**src/hw/rtl/mwtg_pkg.sv**
```systemverilog
`timescale 1ns / 1ps
package mwtg_pkg;

	// Delay line and sine table sizes.
	localparam int LINE_DEPTH   = 512;
	localparam int LINE_AW      = $clog2(LINE_DEPTH);
	localparam int SINE_ENTRIES = 256;
	localparam int SINE_BITS    = $clog2(SINE_ENTRIES);

	// Divider and multiplier operand widths.
	localparam int DIV_W  = (SINE_BITS + 10 > 23) ? SINE_BITS + 10 : 23;
	localparam int MUL_AW = 30;
	localparam int MUL_BW = 16;

	// Register map.
	localparam logic REG_NOISE_SEED   = 1'b0;
	localparam logic REG_ATTACK_LEVEL = 1'b1;

	// Reset values.
	localparam logic [15:0] SEED_RESET   = 16'd44257;
	localparam logic [15:0] ATTACK_RESET = 16'd16384;
	localparam logic [7:0]  PERIOD_RESET = 8'd109;
	localparam logic [7:0]  STEP_RESET   = 8'd66;
	localparam logic [15:0] NOISE_TAPS   = 16'hB400;

	// Scale factors.
	localparam logic [14:0] FULL_SCALE   = 15'd32000;
	localparam logic [14:0] SQUARE_SCALE = 15'd22624;

	// Key codes.
	localparam logic [7:0] KEY_WAVE_FIRST = 8'h31;
	localparam logic [7:0] KEY_WAVE_LAST  = 8'h34;
	localparam int NOTES = 11;
	typedef logic [7:0] byte_tab_t [NOTES];
	localparam byte_tab_t NOTE_KEYS    = '{8'h3C, 8'h7A, 8'h78, 8'h63, 8'h76, 8'h62,
		8'h6E, 8'h6D, 8'h2C, 8'h2E, 8'h2F};
	localparam byte_tab_t NOTE_PERIODS = '{8'd183, 8'd163, 8'd145, 8'd137, 8'd122,
		8'd109, 8'd97, 8'd91, 8'd81, 8'd72, 8'd68};
	localparam byte_tab_t NOTE_STEPS   = '{8'd110, 8'd98, 8'd87, 8'd83, 8'd74, 8'd66,
		8'd58, 8'd55, 8'd49, 8'd44, 8'd41};

	typedef enum logic [1:0] {
		WAVE_SINE   = 2'd0,
		WAVE_SQUARE = 2'd1,
		WAVE_SAW    = 2'd2,
		WAVE_STRING = 2'd3
	} wave_t;

	typedef enum logic [3:0] {
		ST_CLEAR,
		ST_IDLE,
		ST_FILL,
		ST_DIV,
		ST_MUL,
		ST_RDX,
		ST_RDY,
		ST_WR,
		ST_OUT
	} state_t;

	typedef struct packed {
		logic       hit;
		logic [7:0] period;
		logic [7:0] step;
	} note_t;

	// Look up a note key.
	function automatic note_t note_lookup(input logic [7:0] code);
		note_t n;
		n = '0;
		for (int k = 0; k < NOTES; k++) begin
			if (code == NOTE_KEYS[k]) begin
				n.hit    = 1'b1;
				n.period = NOTE_PERIODS[k];
				n.step   = NOTE_STEPS[k];
			end
		end
		return n;
	endfunction

	// Quarter-wave sine table in Q15, built at elaboration from an odd polynomial.
	typedef logic [15:0] sine_tab_t [SINE_ENTRIES + 1];

	function automatic sine_tab_t build_sine();
		sine_tab_t   tab;
		logic [63:0] x;
		logic [63:0] x2;
		logic [63:0] t;
		logic [63:0] r;
		for (int k = 0; k <= SINE_ENTRIES; k++) begin
			x  = (64'(k) << 30) / SINE_ENTRIES;
			x2 = (x * x) >> 30;
			t  = 64'd172272;
			t  = 64'd5026995 - ((t * x2) >> 30);
			t  = 64'd85569306 - ((t * x2) >> 30);
			t  = 64'd693598669 - ((t * x2) >> 30);
			t  = 64'd1686629713 - ((t * x2) >> 30);
			r  = (t * x) >> 30;
			r  = (r + 64'd16384) >> 15;
			if (r > 64'd32768) begin
				r = 64'd32768;
			end
			tab[k] = r[15:0];
		end
		return tab;
	endfunction

	localparam sine_tab_t SINE_TAB = build_sine();

endpackage

```
**src/hw/rtl/mwtg_mul.sv**
```systemverilog
`timescale 1ns / 1ps
module mwtg_mul
	import mwtg_pkg::*;
(
	input  logic                      clk,
	input  logic                      arst_n,
	input  logic                      start,
	input  logic [MUL_AW-1:0]         a,
	input  logic [MUL_BW-1:0]         b,
	output logic [MUL_AW+MUL_BW-1:0]  prod,
	output logic                      done
);

	localparam int CNT_W = $clog2(MUL_BW);

	logic [MUL_AW-1:0]         a_q;
	logic [MUL_AW+MUL_BW-1:0]  p_q;
	logic [CNT_W-1:0]          cnt_q;
	logic                      busy_q;
	logic                      done_q;
	logic [MUL_AW:0]           sum;

	// Shift-add over the multiplier bits, least significant first.
	assign sum = {1'b0, p_q[MUL_AW+MUL_BW-1:MUL_BW]} + (p_q[0] ? {1'b0, a_q} : '0);

	always_ff @(posedge clk or negedge arst_n) begin
		if (!arst_n) begin
			busy_q <= 1'b0;
			done_q <= 1'b0;
			cnt_q  <= '0;
		end else begin
			done_q <= 1'b0;
			if (start) begin
				busy_q <= 1'b1;
				cnt_q  <= '0;
			end else if (busy_q) begin
				cnt_q <= cnt_q + 1'b1;
				if (cnt_q == CNT_W'(MUL_BW - 1)) begin
					busy_q <= 1'b0;
					done_q <= 1'b1;
				end
			end
		end
	end

	always_ff @(posedge clk) begin
		if (start) begin
			a_q <= a;
			p_q <= {{MUL_AW{1'b0}}, b};
		end else if (busy_q) begin
			p_q <= {sum, p_q[MUL_BW-1:1]};
		end
	end

	assign prod = p_q;
	assign done = done_q;

endmodule

```
**config.mk**
```make
export PLATFORM = sky130hd
export DESIGN_NAME = mwtg_mul
export DESIGN_NICKNAME = d
export VERILOG_FILES = /design/src/hw/rtl/mwtg_pkg.sv /design/src/hw/rtl/mwtg_mul.sv
export SDC_FILE = /design/constraint.sdc
export NUM_CORES = 1
export LEC_CHECK = 0
export BUFFER_PORTS_ARGS = -buffer_cell sky130_fd_sc_hd__buf_4
export CORE_UTILIZATION = 49
export DETAILED_ROUTE_END_ITERATION = 7
export GPL_TIMING_DRIVEN = 1
export PLACE_DENSITY_LB_ADDON = 0.2
export SYNTH_ARGS = -nofsm -noshare
export SYNTH_HDL_FRONTEND = slang
export SYNTH_SLANG_ARGS = --single-unit
```
**constraint.sdc**
```tcl
create_clock -name clk -period 4.3 [get_ports clk]
set_input_delay 0.43 -clock clk [delete_from_list [all_inputs] [get_ports clk]]
set_output_delay 0.43 -clock clk [all_outputs]
set_load 0.02 [all_outputs]
```
; ---- Yosys cells after proc, flatten, opt, wreduce, memory -nomap -nowiden
; Index checks and enable logic that the tools add are counted.
[word_totals]
word_cells = 21
ff_bits = 82
output_inout_bits = 47
[op_classes]
n_eq_ne = 1
n_reduce_logical = 1
n_addsub = 2
mux = 11
[op_table]
columns = cell, n
row1 = 2-to-1 mux 16 bit, 2
row2 = adder 30 x 30 -> 31 bit, 1
row3 = 2-to-1 mux 30 bit, 1
row4 = 2-to-1 mux 4 bit, 2
row5 = 2-to-1 mux 1 bit, 6
row6 = "adder 4 x 1 -> 4 bit, second input constant", 1
row7 = "equality test 4 bit, second input constant", 1
row8 = nonzero test 2 bit, 1

; ---- Depth between registers and ports, before layout
[logic_depth]
depth_word = 4
mapped_depth = 12
ltp_nobuf = 11

; ---- Worst setup path before layout
; No wires, ideal clock.
[synth_path]
kind = reg2reg
from = register p_q[0] (netlist: prod[0])
to = register p_q[41] (netlist: prod[41])
setup_ps = 117
setup_slack_ps = 1390
required_ps = 4183
arrival_ps = 2794
period_less_slack_ps = 2910
path_stages_with_launch = 13
cell_sequence = edfxtp_1 > clkbuf_1 > and2_1 > ha_1 > fa_1 > a211o_1 > a21oi_2 > a211o_1 > nand2_2 > a211oi_2 > nor2_2 > xor2_1 > a22o_1
[synth_via]
elab_chain_cells = 2
[synth_rtl]
columns = item, line
row1 = from (decl), mwtg_mul.sv:17  ; logic [MUL_AW+MUL_BW-1:0] p_q;
row2 = from (signal assigned), mwtg_mul.sv:49  ; p_q <= {{MUL_AW{1'b0}}, b};
row3 = from (signal assigned), mwtg_mul.sv:51  ; p_q <= {sum, p_q[MUL_BW-1:1]};
row4 = 2-to-1 mux 30 bit, mwtg_mul.sv:24  ; assign sum = {1'b0, p_q[MUL_AW+MUL_BW-1:MUL_BW]} + (p_q[0] ? {1'b0, a_q} : '0);
row5 = adder 30 x 30 -> 31 bit, mwtg_mul.sv:24
; Every way passes these cells.
; A chain may end at the register's enable or synchronous reset.

; ---- Final worst setup path
[layout_path]
from = register p_q[0] (netlist: prod[0])
to = register p_q[43] (netlist: prod[43])
; Same word-level chain as after synthesis.

==> results.yml <==
run_status:
  outcome: "finished clean"
clocking:
  clock_latency_ns: 0.36
  clkTransAtPathRegs_ns: 0.10
  post_cts_buffers: 0
  cts_sinks: 82
  cts_tree: "built"
  ctsHtreeMaxLevel: 3
  clockRootBuffer: "clkbuf_8"
  cts_max_path_buffers: 2
  numCtsBuffers: 9
floorplanning:
  row_count: 34
  ioPinCount: 96
  die_area_um2: 9750
  die-height_um: 98.8
  initial_core_util: 0.516
  core_um2: 8890
  die_x_um: 98.8
timing:
  rsz0062_at_grt: "no"
  finalSetupTns_ns: 0
  post-route-period-util: 0.787
  worst_slew_pin_slew_ns: 1.12
  skew_ns: 0.0144
  period_needed_ns: 3.39
  timing.slew.headroom: 0.248
  maxSlewViolCount: 0
  clock.fmax_ghz: 0.295
  setup_viol: 0
  hold_violations: 0
final_layout:
  fin_cells: 618
  num_antenna_cells: 0
  fin_nets: 586
  syn_to_final_growth_pct: 20.8
  layout_commonest_cell: "buf_4"
  drive_gt1_frac: 0.282
  layout_common_cells: "buf_4 (96), edfxtp_1 (46), nor2_1 (35)"
setup_path:
  critPathKind: "flop to flop"
  startpoint: "prod[0]$_DFFE_PP_"
  required_ns: 4.55
  reg2reg_from: "prod[0]$_DFFE_PP_"
  endpoint_kind: "flop"
  crit_fanout: 31
  worst_ep_arrival_time_ns: 3.64
  worst_setup_path_start_kind: "flop"
hold_path:
  hp-start: "a[26]"
  hp-class: "input pin to flop"
yosys:
  yosys_warnings: 0
  synth_area_leader_cell: "edfxtp_1"
  synth.area.top_cells: "edfxtp_1 (30%), dfxtp_1 (13%), ha_1 (8.5%)"
  netlist-cell-type-count: 60
  yosysSeqAreaShare: 0.465
  syn_area_um2: 4590
  async_flop_share: 0.0732
  synth_edf_count: 46
  synth_top_area_frac: 0.301
  syn_nets: 497
  ys.flop_type: "edfxtp_1"
  ys_ff_latch: 82
  syn_inst: 416
  avgSynthCellArea_um2: 11.0
drt:
  drc: 0
  ant_nets: 0
  routed_via_density: 5.57
  vias: 3444
  wl_per_cell_um: 15.5
  wl_mm: 9.57
  first_pass_iters: 4
  drtIter0Drc: 87
placed_design:
  post-dp-hpwl_mm: 6.77
  dp.cells: 601
  port_buffers: 95
  gp_congestion: 0.838
power:
  peakVddDrop_v: 0.000195
  switching_share: 0.354
  combPwrFrac: 0.362
  clockPowerShare: 0.218
  p_leak_nw: 2.53
  intPower_mw: 1.58
  finalPower_mw: 2.45
  p_per_area_nw_per_um2: 443
  pwr-share-seq: 0.421
  p_switching_uw: 870
global_route:
  gr-total-overflow: 0
  grt_pass1_vias: 3467
  grt_max_degree: 74
  antenna_found_initial: 0
  grt_pass1_wl_mm: 16.5
  grt_use_total: 0.212
flow_run:
  cap_violations: 0
==> synth_stat cells, types with 2 or more instances <==
master,count
a211o_1,2
a211oi_2,3
ha_1,31
o21ai_2,2
a21o_1,16
a21oi_2,3
nor3_1,3
buf_2,3
and2_1,33
mux2i_1,14
and3_1,3
a311oi_1,3
xnor2_1,16
clkbuf_1,12
edfxtp_1,46
a211oi_1,4
dfxtp_1,30
o21ai_0,7
inv_1,9
o21ai_1,3
a2111oi_2,2
dfrtp_1,6
a22o_1,10
nand2b_1,2
o21bai_1,2
or3_1,2
nor2_1,35
and4_1,3
a31o_1,2
nand4_1,5
a31oi_1,3
nand2_1,12
buf_6,3
o21a_1,5
a21oi_1,27
nand3_1,6
xor2_1,7
mux2_2,16
nor2b_1,4
==> power groups by stage <==
stage	clock network (mW)	registers, mW	logic, mW
3_3_place_gp	0	1.05	0.871
2_1_floorplan	0	1.13	0.538
6_report	0.534	1.03	0.888
5_1_grt	0.579	1.05	0.982
4_1_cts	0.545	1.03	0.890
3_5_place_dp	0	1.05	0.885
==> state kept, by name, indices dropped and copies added, names as in the netlist <==
| name | flops |
|---|---|
| prod | 46 |
| cnt_q | 4 |
| a_q | 30 |
| busy_q | 1 |
| done | 1 |
==> final timing paths <==
kind                       slack [ns]  depth (start not counted)               endpoint
setup / recovery                 0.91                         11  prod[43]$_SDFFE_PP0P_
hold / removal                   0.24                          1      a_q[26]$_DFFE_PP_
setup reg to reg                 0.91                         11  prod[43]$_SDFFE_PP0P_
hold reg to reg                  0.52                          2  prod[23]$_SDFFE_PP0P_
max in group asynchronous        3.76                          2   cnt_q[2]$_DFFE_PN0P_
min in group asynchronous        0.42                          2   cnt_q[0]$_DFFE_PN0P_
==> worst max-delay path: stages (launching register included) <==
cell,delay (ns)
edfxtp_1,0.77
and2_1,0.30
ha_1,0.21
fa_1,0.43
a211o_1,0.34
a21oi_2,0.21
a211o_1,0.16
nand2_2,0.10
a211oi_2,0.26
nor2_2,0.09
mux2i_1,0.13
a311oi_1,0.29
==> logic make-up (layout without fill, tap and decap cells) <==
group | after synthesis | count (layout) | synth area share
buffers and inverters | 28 | 122 | 0.0286
and+or+nand+nor | 115 | 115 | 0.132
xor gates and xnor gates | 23 | 23 | 0.0439
muxes | 30 | 30 | 0.0698
adders and majority gates | 32 | 32 | 0.0889
DFF | 82 | 82 | 0.465
AOI/OAI and AO/OA | 106 | 106 | 0.172
==> per-layer routing <==
metal	share of wire	GRT usage	vias up
li1	-	-	1719
met1	0.47	0.277	1613
met2	0.47	0.345	100
met3	0.053	0.0582	12
met4	0.011	0.0586	0
met5	0	0	-
==> per-stage QoR <==
step	hold slack [ns]	area (um2)	worst slack (ns)	utilization
2_1_floorplan	0.134	4590	1.39	-
5_1_grt	0.215	5540	0.606	0.623
3_5_place_dp	0.243	5350	0.896	0.601
4_1_cts	0.226	5540	0.884	0.623
3_3_place_gp	0.239	5350	1.05	0.601
6_report	0.238	5540	0.915	0.623
==> area by class of cell <==
cell class              instances  area [um2]
clock buffers                  10         138
clock inverters                 6        47.5
fillers                       741        3350
inverters                       9        33.8
multi-input cells             306        2320
flip-flops and latches         82        2130
well taps                     108         135
repair buffers                 97         731
==> timing repair <==
| item | 4_1_cts | 5_1_grt |
|---|---|---|
| hold endpoints to repair | 6 | 0 |
| hold buffers | 1 | 0 |
| resized for setup | 0 | 0 |
No activity file was read; power rests on OpenSTA's default activity.
