`src/hw/rtl/mwtg_pkg.sv`:
```
`timescale 1ns / 1ps
package mwtg_pkg;

	// Delay line and sine table sizes.
	localparam int LINE_DEPTH   = 512;
	localparam int LINE_AW      = $clog2(LINE_DEPTH);
	localparam int SINE_ENTRIES = 256;
	localparam int SINE_BITS    = $clog2(SINE_ENTRIES);

	// Divider and multiplier operand widths.
	localparam int DIV_W  = (SINE_BITS + 10 > 23) ? SINE_BITS + 10 : 23;
	localparam int MUL_AW = 30;
	localparam int MUL_BW = 16;

	// Register map.
	localparam logic REG_NOISE_SEED   = 1'b0;
	localparam logic REG_ATTACK_LEVEL = 1'b1;

	// Reset values.
	localparam logic [15:0] SEED_RESET   = 16'd44257;
	localparam logic [15:0] ATTACK_RESET = 16'd16384;
	localparam logic [7:0]  PERIOD_RESET = 8'd109;
	localparam logic [7:0]  STEP_RESET   = 8'd66;
	localparam logic [15:0] NOISE_TAPS   = 16'hB400;

	// Scale factors.
	localparam logic [14:0] FULL_SCALE   = 15'd32000;
	localparam logic [14:0] SQUARE_SCALE = 15'd22624;

	// Key codes.
	localparam logic [7:0] KEY_WAVE_FIRST = 8'h31;
	localparam logic [7:0] KEY_WAVE_LAST  = 8'h34;
	localparam int NOTES = 11;
	typedef logic [7:0] byte_tab_t [NOTES];
	localparam byte_tab_t NOTE_KEYS    = '{8'h3C, 8'h7A, 8'h78, 8'h63, 8'h76, 8'h62,
		8'h6E, 8'h6D, 8'h2C, 8'h2E, 8'h2F};
	localparam byte_tab_t NOTE_PERIODS = '{8'd183, 8'd163, 8'd145, 8'd137, 8'd122,
		8'd109, 8'd97, 8'd91, 8'd81, 8'd72, 8'd68};
	localparam byte_tab_t NOTE_STEPS   = '{8'd110, 8'd98, 8'd87, 8'd83, 8'd74, 8'd66,
		8'd58, 8'd55, 8'd49, 8'd44, 8'd41};

	typedef enum logic [1:0] {
		WAVE_SINE   = 2'd0,
		WAVE_SQUARE = 2'd1,
		WAVE_SAW    = 2'd2,
		WAVE_STRING = 2'd3
	} wave_t;

	typedef enum logic [3:0] {
		ST_CLEAR,
		ST_IDLE,
		ST_FILL,
		ST_DIV,
		ST_MUL,
		ST_RDX,
		ST_RDY,
		ST_WR,
		ST_OUT
	} state_t;

	typedef struct packed {
		logic       hit;
		logic [7:0] period;
		logic [7:0] step;
	} note_t;

	// Look up a note key.
	function automatic note_t note_lookup(input logic [7:0] code);
		note_t n;
		n = '0;
		for (int k = 0; k < NOTES; k++) begin
			if (code == NOTE_KEYS[k]) begin
				n.hit    = 1'b1;
				n.period = NOTE_PERIODS[k];
				n.step   = NOTE_STEPS[k];
			end
		end
		return n;
	endfunction

	// Quarter-wave sine table in Q15, built at elaboration from an odd polynomial.
	typedef logic [15:0] sine_tab_t [SINE_ENTRIES + 1];

	function automatic sine_tab_t build_sine();
		sine_tab_t   tab;
		logic [63:0] x;
		logic [63:0] x2;
		logic [63:0] t;
		logic [63:0] r;
		for (int k = 0; k <= SINE_ENTRIES; k++) begin
			x  = (64'(k) << 30) / SINE_ENTRIES;
			x2 = (x * x) >> 30;
			t  = 64'd172272;
			t  = 64'd5026995 - ((t * x2) >> 30);
			t  = 64'd85569306 - ((t * x2) >> 30);
			t  = 64'd693598669 - ((t * x2) >> 30);
			t  = 64'd1686629713 - ((t * x2) >> 30);
			r  = (t * x) >> 30;
			r  = (r + 64'd16384) >> 15;
			if (r > 64'd32768) begin
				r = 64'd32768;
			end
			tab[k] = r[15:0];
		end
		return tab;
	endfunction

	localparam sine_tab_t SINE_TAB = build_sine();

endpackage

```
`src/hw/rtl/mwtg_div.sv`:
```
`timescale 1ns / 1ps
module mwtg_div
	import mwtg_pkg::*;
(
	input  logic             clk,
	input  logic             arst_n,
	input  logic             start,
	input  logic [DIV_W-1:0] dividend,
	input  logic [7:0]       divisor,
	output logic [DIV_W-1:0] quotient,
	output logic             done
);

	localparam int CNT_W = $clog2(DIV_W);

	logic [7:0]       rem_q;
	logic [DIV_W-1:0] quo_q;
	logic [CNT_W-1:0] cnt_q;
	logic             busy_q;
	logic             done_q;
	logic [8:0]       trial;
	logic             ge;

	// One quotient bit per cycle, most significant first.
	assign trial = {rem_q, quo_q[DIV_W-1]};
	assign ge    = (trial >= {1'b0, divisor});

	always_ff @(posedge clk or negedge arst_n) begin
		if (!arst_n) begin
			busy_q <= 1'b0;
			done_q <= 1'b0;
			cnt_q  <= '0;
		end else begin
			done_q <= 1'b0;
			if (start) begin
				busy_q <= 1'b1;
				cnt_q  <= '0;
			end else if (busy_q) begin
				cnt_q <= cnt_q + 1'b1;
				if (cnt_q == CNT_W'(DIV_W - 1)) begin
					busy_q <= 1'b0;
					done_q <= 1'b1;
				end
			end
		end
	end

	always_ff @(posedge clk) begin
		if (start) begin
			rem_q <= '0;
			quo_q <= dividend;
		end else if (busy_q) begin
			rem_q <= ge ? 8'(trial - {1'b0, divisor}) : trial[7:0];
			quo_q <= {quo_q[DIV_W-2:0], ge};
		end
	end

	assign quotient = quo_q;
	assign done     = done_q;

endmodule

```
`config.mk`:
```
export PLATFORM = sky130hd
export DESIGN_NAME = mwtg_div
export DESIGN_NICKNAME = d
export VERILOG_FILES = /design/src/hw/rtl/mwtg_pkg.sv /design/src/hw/rtl/mwtg_div.sv
export SDC_FILE = /design/constraint.sdc
export NUM_CORES = 1
export LEC_CHECK = 0
export BUFFER_PORTS_ARGS = -buffer_cell sky130_fd_sc_hd__buf_2
export CAP_MARGIN = 25
export CORE_AREA = 3 3 84 86
export CTS_CLUSTER_SIZE = 24
export DETAILED_ROUTE_END_ITERATION = 8
export DIE_AREA = 0 0 87 89
export PLACE_DENSITY = 0.65
export SYNTH_ARGS = -nofsm -noshare
export SYNTH_HDL_FRONTEND = slang
export SYNTH_SLANG_ARGS = --single-unit
```
`constraint.sdc`:
```
create_clock -name clk -period 4.93 [get_ports clk]
set_input_delay 0 -clock clk [delete_from_list [all_inputs] [get_ports clk]]
set_output_delay 0 -clock clk [all_outputs]
set_load 0.02 [all_outputs]
```
==> Word level (Yosys, flattened, before mapping) <==
Index checks and enable logic that the tools add are counted.
{ "word_totals": {"reg_bits": 38, "input_bits": 34, "out_inout_bits": 24, "wordCells": 21} }
{ "classes": {"add_sub_neg": 2, "order_cmp": 1, "eq_ne": 1, "mux": 11, "n_reduce_logical": 1} }
{ "op_table": {"columns": ["operator", "n"], "rows": [
  ["23-bit 2-to-1 mux", 2],
  ["5-bit 2-to-1 mux", 2],
  ["9-bit by 8-bit greater-or-equal comparator with 1-bit output", 1],
  ["8-bit 2-to-1 mux", 1],
  ["8-bit subtractor", 1],
  ["1-bit 2-to-1 mux", 6],
  ["5-bit by 1-bit adder with 5-bit output, second input constant", 1],
  ["5-bit equality test, second input constant", 1],
  ["2-bit nonzero test", 1]
]} }

==> Depth between registers and ports, before layout <==
Gate-level depths: netlist (run 1).
{ "logic_depth": {"ltp_word": 4, "ltp_mapped": 8, "ltp_nobuf": 8} }

==> Worst setup path before layout (run 1) <==
OpenSTA, ideal clock, no wires.
{ "synth_timing": {"path_kind": "register to register", "startpoint": "register quo_q[22], in the netlist quotient[22]", "endpoint": "register rem_q[6]", "setup_ps": 88, "arrival_time_ps": 2059, "required_time_ps": 4842, "setup_slack_ps": 2783, "path_stages_with_launch": 9, "n_path_buf": 0, "period_less_slack_ps": 2147, "path_cell_list": "edfxtp_1 inv_1 ha_1 fa_1 nand4b_1 a31oi_1 nor3_1 a211o_1 a311oi_2"} }
{ "synth_via": {"elab_chain_len": 2, "word_cells_on_any_way": 3, "cone_classes": "add/sub (1); order compare (1); mux (1)"} }
{ "synth_lines": {"columns": ["item", "line", "rtl"], "rows": [
  ["start: declaration", "mwtg_div.sv:17", "logic [DIV_W-1:0] quo_q;"],
  ["start signal: assignment", "mwtg_div.sv:51", "quo_q <= dividend;"],
  ["start signal: assignment", "mwtg_div.sv:54", "quo_q <= {quo_q[DIV_W-2:0], ge};"],
  ["8-bit subtractor / 9-bit by 8-bit greater-or-equal comparator with 1-bit output (equally long branches)", "mwtg_div.sv:53, mwtg_div.sv:26", null],
  ["8-bit 2-to-1 mux (*)", "mwtg_div.sv:53", "rem_q <= ge ? 8'(trial - {1'b0, divisor}) : trial[7:0];"],
  ["end signal: assignment", "mwtg_div.sv:53", null],
  ["end: declaration", "mwtg_div.sv:16", "logic [7:0] rem_q;"]
]} }
Every way passes the cells marked *; elsewhere a longest branch is shown, timed or not.
A chain may end at the register's enable or synchronous reset.

==> Final worst setup path (run 1) <==
{ "layout_timing": {"startpoint": "register rem_q[3]", "endpoint": "register quo_q[0], in the netlist quotient[0] (data pin)"} }
{ "layout_via": {"elab_chain_len": 3} }
{ "layout_lines": {"columns": ["item", "line", "rtl"], "rows": [
  ["9-bit by 8-bit greater-or-equal comparator with 1-bit output", "mwtg_div.sv:26", "assign ge = (trial >= {1'b0, divisor});"],
  ["23-bit 2-to-1 mux", "mwtg_div.sv:52", "end else if (busy_q) begin"],
  ["23-bit 2-to-1 mux", "mwtg_div.sv:49", "if (start) begin"]
]} }
Every way passes these cells. The select of a mux whose other input is x is not followed.

==> impl_results.md, run 1 <==
* Outcome: complete, no violations
* Die area at roughly 7700 µm²
* Core Rows at 29
* Root Buffer: clkbuf_8
* Synth cell types at 40
* Post-DP HPWL at 3070 µm
* Final WS setup at approximately 2.5 ns
* Vias at 1,553
* Max Cap Viol at 0
* Crit-path max FO at 13
* Setup TNS at 0 ns
* Area Growth Syn to Fin at 24.6%
* RSZ-0062 raised after global routing: false
* Register area share after synthesis at 47.8%
* Hold Path Class: in2reg
* Endpoint type of the worst setup path: flip-flop
* Logic pwr share at between 30 and 40%
* Async SR Flop Fraction at 18.4%
* Hold Vio Cnt, Final at 0
* GP Congestion at 0.824
* Worst slack, placed at 2.50 ns
* Initial antenna violation count at 0
* Worst path arrival time at 2.45 ns
* Largest net degree at the start of global routing at 44
* Port Buffer Count at 57
* Max-slew violations at 0
* CTS buffer count at 5
* Initial core utilization at 33.8%
* Finished Layout Cells at 320
* CTS tree: yes
* Grt ovf at 0
* Slew @ Worst Pin at 0.890 ns
* Clock buffer depth at 2
* Fmax at 410 MHz
* Worst rel slew slack at 40.7%
* Ys Warns at 0
* CP Class: reg2reg
* Post-synth net total at 226
* Global-route wire length before repair at roughly 6900 µm
* Period utilization at between 40% and 50%
* CTS H-tree lvls at 2
* P_leak at 1.15 nW
* Vias in the first global route at 1,521
* Clock skew at 0.00472 ns
* Placed insts at 306
* Pwr Density at between 400 and 500 nW/µm²
* Die height at roughly 90 µm
* Hold-fix buffers, CTS at 6
* DR vias/cell at 4.85
* Share of cells above drive strength 1 at 42.0%
* Power share of the clock group at roughly 27%
* Cell count after synthesis at ~180
* Final ANT Viol Nets at 0
* Core ar. at 6350 µm²
* Total Routed Length at 4260 µm
* Routed WL per cell at about 13 µm
* R2R setup slack at approximately 2.5 ns
* Pre-antenna DRT Iters at 6
* Number of synthesized flops with an enable pin at 23
* Crit start category: flip-flop
* Max VDD drop at around 0.2 mV
* Commonest cells after routing, fill and taps aside: buf_2, edfxtp_1, mux2_2, nor2_1, inv_1
* I/O Pins at 58
* Sequential share of power at ~39%
* Syn avg cell area at 11.9 µm²
* Initial DRC count at 141
* Leading cell type in the layout, fill and taps excluded: buf_2
* P_sw at between 0.3 and 0.4 mW
* Reg clk slew, reported paths at around 0.070 ns
* Resized cells post-CTS at 0
* Die width at approximately 87 µm
* Synthesized cell area at 2150 µm²
* Residual DRC at 0
* Int Pwr at a little under 0.8 mW
* Crit path time final at 2.44 ns
* Final setup vio count at 0
* Layout Nets at ~290
* TritonCTS sink count at 38
* Ant diodes at 0
* Worst EP required at 4.94 ns
* Register bit count reported by yosys at 38
* Switching share of power at around 31%
* GRT Total Usage at between 10 and 15%
* Later-pin clock latency in the skew report at 0.28 ns
* Postcts setup bufs at 0
* Final design utilization at 42.2%
* Synth Flop Type: edfxtp_1
-- synth_stat cells, types with 5 or more instances --
| cell | instances | share of area [%] |
|---|---|---|
| ha_1 | 10 | 5.8 |
| nand3_1 | 5 | 1.2 |
| dfrtp_1 | 7 | 8.2 |
| nor2_1 | 15 | 2.6 |
| nand2_1 | 6 | 1.0 |
| edfxtp_1 | 23 | 32 |
| a21oi_1 | 5 | 1.2 |
| a21o_1 | 6 | 2.1 |
| clkbuf_1 | 8 | 1.4 |
| inv_1 | 12 | 2.1 |
| mux2_2 | 22 | 12 |
| a311oi_2 | 5 | 3.5 |
| dfxtp_1 | 8 | 7.5 |
-- worst max-delay path: stages, from the launching register on --
cell	delay, ns
dfxtp_1	0.33
ha_1	0.35
a21oi_2	0.21
a21oi_2	0.09
a2111oi_4	0.74
and2_1	0.34
mux2i_1	0.09
-- power groups by stage --
stage	sequential [mW]	clock, mW	combinational (mW)
after floorplan	0.465	0	0.273
after global placement	0.438	0	0.380
after detailed placement	0.438	0	0.383
after CTS	0.433	0.316	0.388
after global routing	0.440	0.325	0.429
final	0.432	0.307	0.385
-- metal layers --
metal | global-route usage (%) | wire [µm]
met5 | 0 | 0
met4 | 4.53 | 61
met3 | 3.41 | 224
met2 | 16.8 | 2040
met1 | 15.4 | 1940
-- logic make-up after synthesis --
| kind of cell | after synthesis | share of synthesized area, % |
|---|---|---|
| fa+ha+maj | 11 | 6.76 |
| simple gates | 46 | 11.8 |
| flops | 38 | 47.8 |
| buf+inv | 22 | 4.54 |
| xor+xnor | 8 | 3.26 |
| compound gates | 33 | 13.9 |
| mux | 23 | 12.0 |
-- flip-flops by register name (all words and copies together) (netlist names) --
signal    flops
quotient     23
rem_q         8
cnt_q         5
busy_q        1
done          1
-- path summary, 6_finish.rpt --
| kind | startpoint | endpoint | cells past startpoint |
|---|---|---|---|
| worst min register to register | rem_q[5] | rem_q[6] | 2 |
| min in group asynchronous | arst_n | cnt_q[4] | 2 |
| worst min-delay path | dividend[18] | quotient[18] | 2 |
| max in group asynchronous | arst_n | cnt_q[1] | 2 |
| worst max register to register | rem_q[3] | quotient[0] | 6 |
| worst max-delay path | rem_q[3] | quotient[0] | 6 |
-- per-stage QoR --
stage               cell area, µm²  hold slack (ns)  power [mW]
floorplan                     2150           -0.296       0.738
global placement              2480           -0.156       0.818
detailed placement            2480           -0.155       0.822
finish                        2680           0.0146        1.12
global route                  2680          0.00578        1.19
CTS                           2680          0.00153        1.14
-- layout make-up --
| class | instances | area [µm²] |
|---|---|---|
| clock buffers | 5 | 68.8 |
| well taps | 77 | 96.3 |
| clock inverters | 3 | 63.8 |
| fillers | 566 | 3670 |
| flip-flops and latches | 38 | 1030 |
| multi-input cells | 121 | 1020 |
| inverters | 12 | 45.0 |
| repair buffers | 64 | 353 |
(Power assumes the default switching activity.)
==> run 2: changes to the inputs <==
==> constraint.sdc (replaced) <==
create_clock -name clk -period 2.38 [get_ports clk]
set_input_delay 0 -clock clk [delete_from_list [all_inputs] [get_ports clk]]
set_output_delay 0 -clock clk [all_outputs]
set_load 0.02 [all_outputs]
==> run 2 against run 1 <==
- register-to-register slack got worse by 2.3 ns
- sequential power rose by 110%
- non-clock buffer count fell by 1
- wire length rose by 0.99%
- total power rose by 90%
- first-iteration DRC count fell by 41%
- cell area fell by 2.3%
- worst hold slack improved by 0.00084 ns
- core utilization fell by 0.99 points
- combinational power rose by 110%
- final cell count fell by 0.31%
- critical endpoint is now rem_q[6]
- largest power group unchanged
==> impl_results.md, run 2 (synthesized netlist as in run 1, its figures left out) <==
* Outcome: complete, no violations
* GRT Total Usage at 11.4% (+0.071 points)
* Area Growth Syn to Fin at 21.7%
* Global-route wire length before repair at 6960 µm (+1.0%)
* Switching share of power at 34.5% (+3.2 points)
* Crit start category: flip-flop
* Sequential share of power at 42.2% (+3.7 points)
* Logic pwr share at 37.9% (+3.7 points)
* Leading cell type in the layout, fill and taps excluded: buf_2
* Power share of the clock group at 19.8% (-7.5 points)
* P_sw at 0.734 mW (+110%)
* CTS H-tree lvls at 2 (unchanged)
* Core ar. at 6350 µm² (unchanged)
* Clock buffer depth at 2 (unchanged)
* Later-pin clock latency in the skew report at 0.28 ns (about the same)
* I/O Pins at 58 (unchanged)
* Pwr Total at 2.13 mW (+90%)
* Worst Hold End: quotient[1]
* Reg2Reg Depth at 8 (+2)
* Resized cells post-CTS at 0 (unchanged)
* Multi-input gate area at 1020 µm² (unchanged)
* Core Rows at 29 (unchanged)
* WP buf/inv at 1 (+1)
* Worst path arrival time at 2.36 ns (-0.09 ns)
* Critical-path cell list: inv_1 > ha_1 > fa_1 > nand4b_1 > a31oi_1 > nor3_1 > a211o_1 > a311oi_2
* P_leak at 1.13 nW (-2.4%)
* Postcts setup bufs at 0 (unchanged)
* Initial DRC count at 83 (-41%)
* FF+latch area at 1030 µm² (unchanged)
* Crit path time final at 2.16 ns (-0.285 ns)
* Worst EP required at 2.58 ns (-2.36 ns)
* Placed Area at 2500 µm² (+0.60%)
* Grt ovf at 0 (unchanged)
* GP Congestion at 0.693 (-16%)
* Layout Nets at 286 (-0.35%)
* Fmax at 464 MHz (+13%)
* Final WS setup at 0.224 ns (-2.26 ns)
* Max VDD drop at 0.457 mV (+130%)
* Total Routed Length at 4310 µm (+0.99%)
* Residual DRC at 0 (unchanged)
* Clock skew at 0.00463 ns (-0.0000890 ns)
* Crit path from: quotient[22]
* Hold Path Class: in2reg
* CP Class: reg2reg
* Port Buffer Count at 57 (unchanged)
* Reg2reg end: rem_q[6]
* Max reg flops at 23 (unchanged)
* Routed WL per cell at 13.5 µm (+1.3%)
* CTS buffer count at 5 (unchanged)
* R2r startpoint: quotient[22]
* DR vias/cell at 4.88 (+0.51%)
* Crit-path max FO at 3 (-10)
* Pwr Density at 815 nW/µm² (+94%)
* Vias in the first global route at 1,438 (-5.5%)
* HP Start: dividend[1]
* Crit-path slowest cell: fa_1
* Pre-antenna DRT Iters at 4 (-2)
* Worst slack, placed at 0.248 ns (-2.25 ns)
* Endpoint type of the worst setup path: flip-flop
* Die area at 7740 µm² (unchanged)
* Share of cells above drive strength 1 at 43.0% (+1.0 points)
* Setup TNS at 0 ns (unchanged)
* RSZ-0062 raised after global routing: false
* Fin area at 2620 µm² (-2.3%)
* Max-slew violations at 0 (unchanged)
* Commonest cells after routing, fill and taps aside: buf_2, edfxtp_1, mux2_2, nor2_1, inv_1
* Final ANT Viol Nets at 0 (unchanged)
* Post-DP HPWL at 3150 µm (+2.7%)
* R2R setup slack at 0.22 ns (-2.26 ns)
* TritonCTS sink count at 38 (unchanged)
* Root Buffer: clkbuf_8
* Final setup vio count at 0 (unchanged)
* CTS tree: yes
* Die height at 89 µm (unchanged)
* Reg clk slew, reported paths at 0.07 ns (about the same)
* Final design utilization at 41.2% (-0.99 points)
* Hold Vio Cnt, Final at 0 (unchanged)
* Largest net degree at the start of global routing at 26 (-41%)
* Max stage delay on crit path at 0.42 ns (-0.32 ns)
* Initial core utilization at 33.8% (unchanged)
* Ant diodes at 0 (unchanged)
* Period utilization at 90.6% (+41 points)
* Initial antenna violation count at 0 (unchanged)
* Delay-heaviest family, CP: compound AO/OA/AOI/OAI gates
* Int Pwr at 1.40 mW (+81%)
* Vias at 1,556 (+0.19%)
* Die width at 87 µm (unchanged)
* Worst rel slew slack at 62.4% (+22 points)
* Hold-fix buffers, CTS at 1 (-5)
* Cell depth of the worst hold path at 2 (unchanged)
* Slew @ Worst Pin at 0.563 ns (-0.327 ns)
* Filler cells at 591 (+4.4%)
* Max Cap Viol at 0 (unchanged)
run 2: changes by cell type in the layout (fill, tap and decap cells not counted):
cell / before / now
clkinvlp_4: 0 / 1
dlygate4sd3_1: 6 / 3
buf_4: 1 / 3
clkinv_2: 0 / 1
bufinv_16: 2 / 0
run 2: cell type report:
class / count / share of cell area (%)
clock buffers: 5 / 2.63
clock inverters: 3 / 0.622
inverters: 12 / 1.72
multi-input cells: 121 / 39.2
flip-flops and latches: 38 / 39.2
well taps: 77 / 3.68
repair buffers: 63 / 12.9
run 2: power groups by stage:
stage	logic, mW	clock network [mW]	registers, mW
floorplan	0.566	0	0.963
global placement	0.798	0	0.912
detailed placement	0.812	0	0.911
CTS	0.814	0.438	0.900
global route	0.901	0.475	0.916
finish	0.808	0.422	0.900
run 2: layer usage:
metal / routed length [µm] / track usage [%] / part of all wire, %
met1: 1910 / 15.7 / 44
met3: 214 / 3.13 / 5.0
met5: 0 / 0 / 0
met4: 80 / 3.40 / 1.9
met2: 2100 / 17.4 / 49
run 2: how the worst max path moves through the flow:
stage / end / slack (ns) / depth (start not counted)
2_1_floorplan: rem_q[6] / 0.23 / 8
3_3_place_gp: rem_q[6] / 0.31 / 8
3_5_place_dp: rem_q[6] / 0.25 / 8
4_1_cts: rem_q[6] / 0.22 / 8
5_1_grt: rem_q[6] / 0.07 / 8
6_report: rem_q[6] / 0.22 / 8
run 2: metrics by stage:
| step | hold slack (ns) | instances |
|---|---|---|
| after floorplan | -0.296 | 181 |
| after detailed placement | -0.158 | 308 |
| after CTS | 0.00434 | 317 |
| final | 0.0155 | 319 |
| after global placement | -0.158 | 308 |
| after global routing | 0.00303 | 319 |
